==> config.mk <==
export PLATFORM = sky130hd
export DESIGN_NAME = sliding_window_maximum_unit_flat
export DESIGN_NICKNAME = d
export VERILOG_FILES = /design/src/rtl/swm_pkg.sv /design/src/rtl/swm_in_if.sv /design/src/rtl/swm_out_if.sv /design/src/rtl/swm_cfg_if.sv /design/src/rtl/swm_cell.sv /design/src/rtl/sliding_window_maximum_unit.sv /design/src/flat_wrapper.sv
export SDC_FILE = /design/constraint.sdc
export NUM_CORES = 2
export LEC_CHECK = 0
export ABC_AREA = 1
export BUFFER_PORTS_ARGS = -buffer_cell sky130_fd_sc_hd__buf_2
export CAP_MARGIN = 20
export CORE_MARGIN = 3
export CORE_UTILIZATION = 32
export DETAILED_ROUTE_END_ITERATION = 8
export SLEW_MARGIN = 20
export SYNTH_ARGS = -nofsm -noshare
export SYNTH_HDL_FRONTEND = slang
export SYNTH_SLANG_ARGS = --single-unit
==> constraint.sdc <==
create_clock -name clk -period 36.1 [get_ports clk]
set_input_delay 1.805 -clock clk [delete_from_list [all_inputs] [get_ports clk]]
set_output_delay 1.805 -clock clk [all_outputs]
set_load 0.02 [all_outputs]
==> src/rtl/swm_pkg.sv <==
// ---------------------------------------------------------------------------
// Sliding window maximum package
// Shared constants for the sliding window maximum unit and its channels.
// ---------------------------------------------------------------------------
package swm_pkg;

  // Default depth of the window and default sample width.
  localparam int MAX_WINDOW_DEF  = 64;
  localparam int SAMPLE_BITS_DEF = 16;

  // The window size register is a fixed seven-bit field.
  localparam int CFG_BITS = 7;

  // Window size after reset.
  localparam logic [CFG_BITS-1:0] WINDOW_RESET = 7'd3;

endpackage

==> src/rtl/swm_in_if.sv <==
// ---------------------------------------------------------------------------
// Sample input channel
// Valid/ready channel that moves one sample word with its restart flag.
// ---------------------------------------------------------------------------
interface swm_in_if
  import swm_pkg::*;
#(
  parameter int SAMPLE_BITS = SAMPLE_BITS_DEF
);
  logic                          valid;
  logic                          ready;
  logic signed [SAMPLE_BITS-1:0] sample;
  logic                          restart;

  modport source (output valid, output sample, output restart, input ready);
  modport sink   (input valid, input sample, input restart, output ready);
endinterface

==> src/rtl/swm_out_if.sv <==
// ---------------------------------------------------------------------------
// Result output channel
// Valid/ready channel that moves one window maximum word.
// ---------------------------------------------------------------------------
interface swm_out_if
  import swm_pkg::*;
#(
  parameter int SAMPLE_BITS = SAMPLE_BITS_DEF
);
  logic                          valid;
  logic                          ready;
  logic signed [SAMPLE_BITS-1:0] window_max;

  modport source (output valid, output window_max, input ready);
  modport sink   (input valid, input window_max, output ready);
endinterface

==> src/rtl/swm_cfg_if.sv <==
// ---------------------------------------------------------------------------
// Configuration write channel
// Valid/ready channel that writes the window size register.
// ---------------------------------------------------------------------------
interface swm_cfg_if
  import swm_pkg::*;
();
  logic                valid;
  logic                ready;
  logic [CFG_BITS-1:0] window_size;

  modport source (output valid, output window_size, input ready);
  modport sink   (input valid, input window_size, output ready);
endinterface

==> src/rtl/swm_cell.sv <==
// ---------------------------------------------------------------------------
// Running maximum cell
// Holds the maximum of the samples of ages zero up to its own place in the
// chain. On each accepted word it takes its neighbor's old maximum, which
// covers one age less, and folds in the new sample.
// ---------------------------------------------------------------------------
module swm_cell
  import swm_pkg::*;
#(
  parameter int SAMPLE_BITS = SAMPLE_BITS_DEF
) (
  input  logic                          clk,
  input  logic                          en,
  input  logic signed [SAMPLE_BITS-1:0] prev_max,
  input  logic signed [SAMPLE_BITS-1:0] sample,
  output logic signed [SAMPLE_BITS-1:0] max_nxt,
  output logic signed [SAMPLE_BITS-1:0] max_r
);

  // Fold the new sample into the neighbor's maximum.
  assign max_nxt = (sample >= prev_max) ? sample : prev_max;

  // Payload register, no reset needed.
  always_ff @(posedge clk) begin
    if (en) begin
      max_r <= max_nxt;
    end
  end

endmodule

==> src/rtl/sliding_window_maximum_unit.sv <==
// ---------------------------------------------------------------------------
// Sliding window maximum unit
// A result word is registered as its sample is accepted and is valid in the next cycle.
// Throughput: one sample per cycle while the output register is empty or being read.
// The rate is set by the chain of running maximum cells, one compare each.
// Reset (rst_n low, synchronous) clears the fill and live counts and output
// valid and sets the window size to three; cell contents need no reset.
// ---------------------------------------------------------------------------
module sliding_window_maximum_unit
  import swm_pkg::*;
#(
  parameter int MAX_WINDOW  = MAX_WINDOW_DEF,
  parameter int SAMPLE_BITS = SAMPLE_BITS_DEF
) (
  input  logic       clk,
  input  logic       rst_n,
  swm_in_if.sink     in_ch,
  swm_out_if.source  out_ch,
  swm_cfg_if.sink    cfg_ch
);

  localparam int CNT_W = $clog2(MAX_WINDOW + 1);
  localparam int IDX_W = $clog2(MAX_WINDOW);
  localparam int CMP_W = (CNT_W > CFG_BITS) ? CNT_W : CFG_BITS;

  logic [CFG_BITS-1:0]           window_size_r;
  logic [CNT_W-1:0]              fill_r;
  logic [CNT_W-1:0]              fill_nxt;
  logic [CNT_W-1:0]              live_r;
  logic [CNT_W-1:0]              live_nxt;
  logic                          out_valid_r;
  logic                          out_valid_nxt;
  logic signed [SAMPLE_BITS-1:0] window_max_r;
  logic signed [SAMPLE_BITS-1:0] window_max_nxt;
  logic [CMP_W-1:0]              ws_ext;
  logic [CMP_W-1:0]              w_eff;
  logic [IDX_W-1:0]              sel_idx;
  logic                          in_fire;
  logic                          emit;
  logic signed [SAMPLE_BITS-1:0] cell_q [MAX_WINDOW];
  logic signed [SAMPLE_BITS-1:0] cell_d [MAX_WINDOW];

  // Handshakes: the output register parts the two sides.
  assign cfg_ch.ready = 1'b1;
  assign in_ch.ready  = !out_valid_r || out_ch.ready;
  assign in_fire      = in_ch.valid && in_ch.ready;
  assign out_ch.valid      = out_valid_r;
  assign out_ch.window_max = window_max_r;

  // Window size register.
  always_ff @(posedge clk) begin
    if (!rst_n) begin
      window_size_r <= WINDOW_RESET;
    end else if (cfg_ch.valid && cfg_ch.ready) begin
      window_size_r <= cfg_ch.window_size;
    end
  end

  // Effective window: zero acts as one, sizes beyond the chain are clamped.
  always_comb begin
    ws_ext = CMP_W'(window_size_r);
    if (ws_ext == '0) begin
      w_eff = CMP_W'(1);
    end else if (ws_ext > CMP_W'(MAX_WINDOW)) begin
      w_eff = CMP_W'(MAX_WINDOW);
    end else begin
      w_eff = ws_ext;
    end
  end

  // Number of youngest samples still inside the window. It grows by one per
  // word and is capped by the current window, so a window that widens mid
  // stream refills from the present instead of reaching back to samples that
  // have already expired.
  always_comb begin
    if (in_ch.restart) begin
      live_nxt = CNT_W'(1);
    end else if (CMP_W'(live_r) >= w_eff) begin
      live_nxt = CNT_W'(w_eff);
    end else begin
      live_nxt = live_r + CNT_W'(1);
    end
    sel_idx = IDX_W'(live_nxt - CNT_W'(1));
  end

  // Chain of running maximum cells; the first cell sees only the new sample.
  for (genvar i = 0; i < MAX_WINDOW; i++) begin : g_cell
    logic signed [SAMPLE_BITS-1:0] prev_max;
    if (i == 0) begin : g_head
      assign prev_max = in_ch.sample;
    end else begin : g_link
      assign prev_max = cell_q[i-1];
    end
    swm_cell #(
      .SAMPLE_BITS (SAMPLE_BITS)
    ) u_cell (
      .clk      (clk),
      .en       (in_fire),
      .prev_max (prev_max),
      .sample   (in_ch.sample),
      .max_nxt  (cell_d[i]),
      .max_r    (cell_q[i])
    );
  end

  // Fill count, restarted by the restart flag and saturating at the depth.
  always_comb begin
    if (in_ch.restart) begin
      fill_nxt = CNT_W'(1);
    end else if (fill_r < CNT_W'(MAX_WINDOW)) begin
      fill_nxt = fill_r + CNT_W'(1);
    end else begin
      fill_nxt = fill_r;
    end
  end

  // A result is due once the window is full; it is the cell at the oldest
  // sample that is still live.
  assign emit           = CMP_W'(fill_nxt) >= w_eff;
  assign window_max_nxt = cell_d[sel_idx];

  always_comb begin
    if (in_fire) begin
      out_valid_nxt = emit;
    end else if (out_ch.ready) begin
      out_valid_nxt = 1'b0;
    end else begin
      out_valid_nxt = out_valid_r;
    end
  end

  // Control registers.
  always_ff @(posedge clk) begin
    if (!rst_n) begin
      fill_r      <= '0;
      live_r      <= '0;
      out_valid_r <= 1'b0;
    end else begin
      out_valid_r <= out_valid_nxt;
      if (in_fire) begin
        fill_r <= fill_nxt;
        live_r <= live_nxt;
      end
    end
  end

  // Output data register.
  always_ff @(posedge clk) begin
    if (in_fire) begin
      window_max_r <= window_max_nxt;
    end
  end

  // The fill count never passes the chain depth.
  a_fill_bound: assert property (@(posedge clk) disable iff (!rst_n)
    fill_r <= CNT_W'(MAX_WINDOW))
    else $error("fill count beyond window depth");

  // A restart with a window wider than one yields no result for that word.
  a_restart_quiet: assert property (@(posedge clk) disable iff (!rst_n)
    in_fire && in_ch.restart && (w_eff != CMP_W'(1)) |=> !out_valid_r)
    else $error("result emitted on restart before window filled");

  // With a window of one, the result is the sample itself.
  a_unit_window: assert property (@(posedge clk) disable iff (!rst_n)
    in_fire && (w_eff == CMP_W'(1)) |=>
      out_valid_r && (window_max_r == $past(in_ch.sample)))
    else $error("unit window result differs from sample");

  // Nothing is emitted in the cycle after reset.
  a_reset_idle: assert property (@(posedge clk)
    !rst_n |=> !out_valid_r)
    else $error("result valid after reset");

endmodule
==> src/flat_wrapper.sv <==
// flat-port wrapper written by rule: the top's interface ports become plain ports
module sliding_window_maximum_unit_flat import swm_pkg::*;
#(
  parameter int MAX_WINDOW  = MAX_WINDOW_DEF,
  parameter int SAMPLE_BITS = SAMPLE_BITS_DEF
)
  (clk, rst_n, in_ch_valid, in_ch_sample, in_ch_restart, in_ch_ready, out_ch_valid, out_ch_window_max, out_ch_ready, cfg_ch_valid, cfg_ch_window_size, cfg_ch_ready);
  swm_in_if #(.SAMPLE_BITS(SAMPLE_BITS)) in_ch_i ();
  swm_out_if #(.SAMPLE_BITS(SAMPLE_BITS)) out_ch_i ();
  swm_cfg_if cfg_ch_i ();
  input  logic clk;
  input  logic rst_n;
  input wire logic [$bits(in_ch_i.valid)-1:0] in_ch_valid;
  input wire logic [$bits(in_ch_i.sample)-1:0] in_ch_sample;
  input wire logic [$bits(in_ch_i.restart)-1:0] in_ch_restart;
  output wire logic [$bits(in_ch_i.ready)-1:0] in_ch_ready;
  output wire logic [$bits(out_ch_i.valid)-1:0] out_ch_valid;
  output wire logic [$bits(out_ch_i.window_max)-1:0] out_ch_window_max;
  input wire logic [$bits(out_ch_i.ready)-1:0] out_ch_ready;
  input wire logic [$bits(cfg_ch_i.valid)-1:0] cfg_ch_valid;
  input wire logic [$bits(cfg_ch_i.window_size)-1:0] cfg_ch_window_size;
  output wire logic [$bits(cfg_ch_i.ready)-1:0] cfg_ch_ready;
  assign in_ch_i.valid = in_ch_valid;
  assign in_ch_i.sample = in_ch_sample;
  assign in_ch_i.restart = in_ch_restart;
  assign in_ch_ready = in_ch_i.ready;
  assign out_ch_valid = out_ch_i.valid;
  assign out_ch_window_max = out_ch_i.window_max;
  assign out_ch_i.ready = out_ch_ready;
  assign cfg_ch_i.valid = cfg_ch_valid;
  assign cfg_ch_i.window_size = cfg_ch_window_size;
  assign cfg_ch_ready = cfg_ch_i.ready;
  sliding_window_maximum_unit #(.MAX_WINDOW(MAX_WINDOW), .SAMPLE_BITS(SAMPLE_BITS)) u_core (.clk(clk), .rst_n(rst_n), .in_ch(in_ch_i), .out_ch(out_ch_i), .cfg_ch(cfg_ch_i));
endmodule
Word-level counts from Yosys, hierarchy flattened
Cells that the tools add are included.
Widths: inputs -> output; s select.
{ "totals": {"register_bits": 1046, "latch_bits": 0, "mem_bits_rw": 0, "mem_bits_ro": 0, "inputBits": 29, "out_inout_bits": 19, "elab_cells": 219, "mem_count": 0} }
{ "op_classes": {"n_addsub": 3, "n_mul": 0, "div": 0, "n_lt_le_gt_ge": 68, "eq_ne": 0, "n_shift": 0, "mux": 74, "bitwise": 1, "n_reduce_logical": 5} }
{ "op_table": {"columns": ["op", "n"], "rows": [
  ["$mux 16", 65],
  ["$ge 16x16->1", 63],
  ["$bmux 16 s6", 1],
  ["$mux 7", 6],
  ["$add 7x1->7 const B", 2],
  ["$ge 7x7->1", 2],
  ["$ge 7x7->1 const B", 1],
  ["$gt 7x7->1 const B", 1],
  ["$logic_not 7->1", 1],
  ["$lt 7x7->1 const B", 1],
  ["$not 6->7", 1],
  ["$sub 6x1->6 const B", 1],
  ["$mux 1", 2],
  ["$reduce_bool 2->1", 1],
  ["$logic_and 1x1->1", 1],
  ["$logic_not 1->1", 1],
  ["$logic_or 1x1->1", 1]
]} }

Logic depth before layout (Yosys ltp)
{ "logic_depth": {"word_depth": 11, "mapped_depth": 27, "depth_no_buf": 23} }

By module
A second synthesis with hierarchy kept.
{ "hier_totals": {"hier_cells": 12972, "hier_area_um2": 96880.4} }
{ "by_module_without_submodules": {"columns": ["mod", "n_inst", "cells_per_inst", "area_each_um2", "seq_area_each_um2"], "rows": [
  ["swm_cell", 64, 149, 1257.5, 480.5],
  ["sliding_window_maximum_unit", 1, 3436, 16403.2, 920.9]
]} }

Worst setup path before layout
No wires, ideal clock.
{ "synth_path": {"path_type": "input to register", "start": "input out_ch_ready", "end": "register u_core.fill_r[3]", "setup_ns": 1.185, "t_arrival_ns": 30.934, "t_required_ns": 34.915, "slack_ns": 3.981, "stages": 6, "path_buffers": 1, "cell_sequence": "inv_1 > nand2_1 > nand2_1 > inv_1 > clkbuf_1 > a21oi_1"} }
{ "synth_via": {"elab_chain_len": 2} }
{ "synth_rtl": {"columns": ["element", "line_no", "source"], "rows": [
  ["from (decl)", "flat_wrapper.sv:19", "input wire logic [$bits(out_ch_i.ready)-1:0] out_ch_ready;"],
  ["$logic_or 1x1->1", "sliding_window_maximum_unit.sv:45", "assign in_ch.ready = !out_valid_r || out_ch.ready;"],
  ["named net in_ch_ready", "flat_wrapper.sv:16", "output wire logic [$bits(in_ch_i.ready)-1:0] in_ch_ready;"],
  ["$logic_and 1x1->1", "sliding_window_maximum_unit.sv:46", "assign in_fire = in_ch.valid && in_ch.ready;"],
  ["named net u_core.g_cell[0].u_cell.en", "swm_cell.sv:13", "input logic en,"],
  ["to (signal assigned)", "sliding_window_maximum_unit.sv:141", "fill_r <= fill_nxt;"],
  ["to (decl)", "sliding_window_maximum_unit.sv:27", "logic [CNT_W-1:0] fill_r;"]
]} }
The timed path passes the listed nets, and every way through them passes these cells.
A chain may end at the register's enable or synchronous reset.

Final worst setup path
{ "layout_path": {"start": "register u_core.window_size_r[2]", "end": "register u_core.window_max_r[11], in the netlist u_core.out_ch.window_max[11], data pin"} }
{ "layout_via": {"elab_chain_len": 11} }
{ "layout_rtl": {"columns": ["element", "line_no", "source"], "rows": [
  ["from (decl)", "sliding_window_maximum_unit.sv:26", "logic [CFG_BITS-1:0] window_size_r;"],
  ["from (signal assigned)", "sliding_window_maximum_unit.sv:55", "window_size_r <= cfg_ch.window_size;"],
  ["$gt 7x7->1", "sliding_window_maximum_unit.sv:64", "end else if (ws_ext > CMP_W'(MAX_WINDOW)) begin"],
  ["$mux 7", "sliding_window_maximum_unit.sv:64", null],
  ["$mux 7 *", "sliding_window_maximum_unit.sv:62", "if (ws_ext == '0) begin"],
  ["$ge 7x7->1", "sliding_window_maximum_unit.sv:78", "end else if (CMP_W'(live_r) >= w_eff) begin"],
  ["$mux 7 *", "sliding_window_maximum_unit.sv:78", null],
  ["$mux 7 *", "sliding_window_maximum_unit.sv:76", "if (in_ch.restart) begin"],
  ["$sub 6x1->6 *", "sliding_window_maximum_unit.sv:83", "sel_idx = IDX_W'(live_nxt - CNT_W'(1));"],
  ["$not 6->7 (implied by the code) *", "sliding_window_maximum_unit.sv:120", "assign window_max_nxt = cell_d[sel_idx];"],
  ["$bmux 16 s6 *", "sliding_window_maximum_unit.sv:120", null],
  ["$mux 16 (implied by the code) * (2 in series)", "sliding_window_maximum_unit.sv:120", null],
  ["named net u_core.window_max_nxt[11]", "sliding_window_maximum_unit.sv:34", "logic signed [SAMPLE_BITS-1:0] window_max_nxt;"],
  ["to (signal assigned)", "sliding_window_maximum_unit.sv:150", "window_max_r <= window_max_nxt;"],
  ["to (decl)", "sliding_window_maximum_unit.sv:33", "logic signed [SAMPLE_BITS-1:0] window_max_r;"]
]} }
The timed path passes the listed nets; every way through them passes the cells marked *. The select of a mux whose other input is x is not followed.

==> out/metrics.cfg <==
[run_status]
run_status=finished, final reports clean

[sta]
final_critical_path_share_of_the_clock_period_pct=21.4
timing.final.hold_violations=0
count_of_pins_over_their_slew_limit=0
setup_tns_ns=0
clock-skew-final_ns=0.0494
finalCriticalPeriod_ns=7.72
worst-slew-pin-transition_ns=1.09
rsz_0062_raised_after_global_routing=false
timing.fmax_ghz=0.130
maxSlewHeadroom_pct=27.0
setup_viol=0

[placement]
port_buffers=46
area_after_detailed_placement_um2=89300
routabilityCongestion=0.918
hpwl_um=209000
post-place-cells=14479

[synthesis]
yosys.area.top_type=edfxtp_1
syn_area_um2=86200
synth_area_per_cell_um2=7.56
synthTopCellsByCount=3139 x nand2_1, 2190 x nand3_1, 1305 x inv_1
post_synth_inst_count=11407
synth-seq-cells=1046
synthMostInstantiatedCell=nand2_1
netlist_top_cells_area=edfxtp_1 36%, ha_1 15%, nand2_1 14%, nand3_1 13%, nand4_1 7.5%
synthesis.yosys.warnings=0
yosysSeqAreaShare_pct=36.2
synth-edff-count=1024
synth_fp_nets=12461
netlist-cell-type-count=35
async_reset_ff_share_pct=0
synth-main-ff-cell=edfxtp_1
yosys.area.top_type_share_pct=35.7

[floorplan]
design.core.area_um2=267000
core.rowCount=189
initial_utilization_pct=32.3
die_area_um2=276000
ioPinCount=48
fp.dieH_um=525
die_x_extent_um=525

[global_route]
via_count_of_the_first_global_routing_pass=74073
grt_first_pass_wirelength_um=460000
pin_count_of_the_biggest_net_entering_global_routing=156
global_route_total_usage_across_every_layer_pct=21.3
grt.overflow.total=0
grt_antenna_before_repair=8

[route]
initialDrtViolationCount=9061
met2_wirelength_um=134000
postRouteWirelength_um=307000
route.detailed.drc=0
wire_per_inst_um=20.8
met1Wirelength_um=134000
antenna_left=0
routed-via-count=81508
avgViaCountPerCell=5.53
dr_wl_met3_um=25900
top_layer_used=met5
drtPass1Iterations=9

[clocking]
cts_repair_resize_count=0
cts_buffer_depth=3
cts-htree-levels=4
tritoncts_clock_tree=built
post-cts-setup-buffer-count=0
clock_latency_reported_for_the_late_side_of_the_worst_skew_pair_ns=0.85
cts.hold.buffers_added=0
numClockSinks=1046
clkSlewWorstSetupHoldPaths_ns=0.05
tritoncts.num_buffers=137
cts_root_buffer=clkbuf_16

[power_and_ir_drop]
ir_drop_v=0.0000506
cellPowerDensity_nw_per_um2=85.8
p_leak_nw=45.6

[cells_and_area]
fillers=27884
area_growth_synth_to_finish_pct=8.92
design.final.nets=12139
drive_above_1_share_pct=3.23
layoutNonFillerInstCount=14737
finish.instance_area_um2=93900

[critical_path]
crit_path_start_kind=flip-flop
setup.reg_to_reg.worst_slack_ns=28.38
cp.arrival_ns=8.29
critPathMaxFanout=140
worst_ep_required_time_ns=36.68
worst-setup-path-type=reg2reg
category_of_the_worst_setup_path_capture_point=flip-flop

[job]
max-cap-violations=0

[min_path]
worstHoldPathType=reg2reg

worst paths after layout:
| kind | endpoint | cells after the start | startpoint |
|---|---|---|---|
| max | u_core.out_ch.window_max[11]$_DFFE_PP_ | 23 | u_core.window_size_r[2]$_SDFFE_PN0P_ |
| min | u_core.window_size_r[3]$_SDFFE_PN0P_ | 2 | u_core.window_size_r[3]$_SDFFE_PN0P_ |
| max reg2reg | u_core.out_ch.window_max[11]$_DFFE_PP_ | 23 | u_core.window_size_r[2]$_SDFFE_PN0P_ |
| min reg2reg | u_core.window_size_r[3]$_SDFFE_PN0P_ | 2 | u_core.window_size_r[3]$_SDFFE_PN0P_ |
per-stage QoR:
stage	util, %	worst slack [ns]	total power, W	hold WS [ns]
after detailed placement	33.5	28.40	0.00652	0.476
final	35.2	28.38	0.00806	0.476
after global routing	35.2	28.13	0.00866	0.503
after floorplan	-	3.98	0.00527	0.448
after CTS	35.2	28.61	0.00799	0.483
after global placement	33.5	28.41	0.00650	0.472
critical path, cell delays in order, from the launching register on:
cell     delay, ns
dfxtp_1       0.32
nor2_1        0.12
nand4_1       0.12
nand2_1       0.12
nand2_1       0.15
ha_1          0.33
nand2_1       0.08
nor2_1        0.06
nor3_2        0.14
nand3_2       0.27
nand2_1       0.24
o21ai_1       0.13
nor2_4        0.74
ha_4          0.53
inv_8         0.81
buf_4         0.76
buf_4         0.87
a21oi_1       0.33
nand2_1       0.25
nand3_1       0.13
nand3_1       0.13
nand3_1       0.30
nand3_1       0.36
nand2_1       0.08
layout by cell type, fill, tap and decap left out, types with 10 or more instances in the layout:
| master | instances |
|---|---|
| clkbuf_16 | 138 |
| clkbuf_8 | 15 |
| nor4_1 | 27 |
| clkinv_1 | 37 |
| a21o_1 | 10 |
| buf_4 | 76 |
| bufinv_16 | 17 |
| edfxtp_1 | 1024 |
| buf_2 | 30 |
| diode_2 | 11 |
| nor2_1 | 288 |
| inv_1 | 1302 |
| dfxtp_1 | 22 |
| o21ai_0 | 117 |
| ha_1 | 1024 |
| nand3_2 | 25 |
| nand4_1 | 1038 |
| o21a_1 | 56 |
| clkbuf_1 | 23 |
| clkinv_2 | 11 |
| and2_1 | 16 |
| nor3_1 | 14 |
| nand3_1 | 2190 |
| a21oi_1 | 436 |
| nand2_1 | 3137 |
| o21bai_1 | 54 |
metal layers:
layer | global-route usage [%] | vias up
met3 | 3.14 | 530
li1 | - | 39197
met2 | 33.0 | 3636
met1 | 29.9 | 38141
met5 | 0 | -
met4 | 7.97 | 4
cell type report:
class / count / area (um^2) / area share, %
diodes: 11 / 27.5 / 0.0293
clock buffers: 161 / 3540 / 3.77
clock inverters: 86 / 1070 / 1.14
inverters: 1313 / 4950 / 5.27
multi-input cells: 8458 / 47600 / 50.7
flip-flops and latches: 1046 / 31200 / 33.2
well taps: 3533 / 4420 / 4.71
repair buffers: 129 / 1090 / 1.16
registers in the layout, summed over array words and instances (netlist names):
register / flops
u_core.fill_r: 7
u_core.out_ch.window_max: 16
u_core.live_r: 7
u_core.g_cell.u_cell.max_r: 1008
u_core.window_size_r: 7
u_core.out_ch.valid: 1
cells by family (layout without fill, tap and decap cells):
family,after synthesis,in the layout,share of synthesized area (%)
compound gates,682,682,4.33
fa+ha+maj,1025,1025,14.9
buf+inv,1903,1689,8.63
other cells,1,12,0.00435
simple gates,6743,6743,35.9
xor+xnor,7,7,0.0885
flops,1046,1046,36.2
report_power, final:
| part | total (W) | internal (W) | switching (W) |
|---|---|---|---|
| clock | 0.00144 | 0.000832 | 0.000609 |
| combinational | 0.00431 | 0.00128 | 0.00302 |
| sequential | 0.00231 | 0.00201 | 0.000301 |
Power figures use the tool's default switching activity.
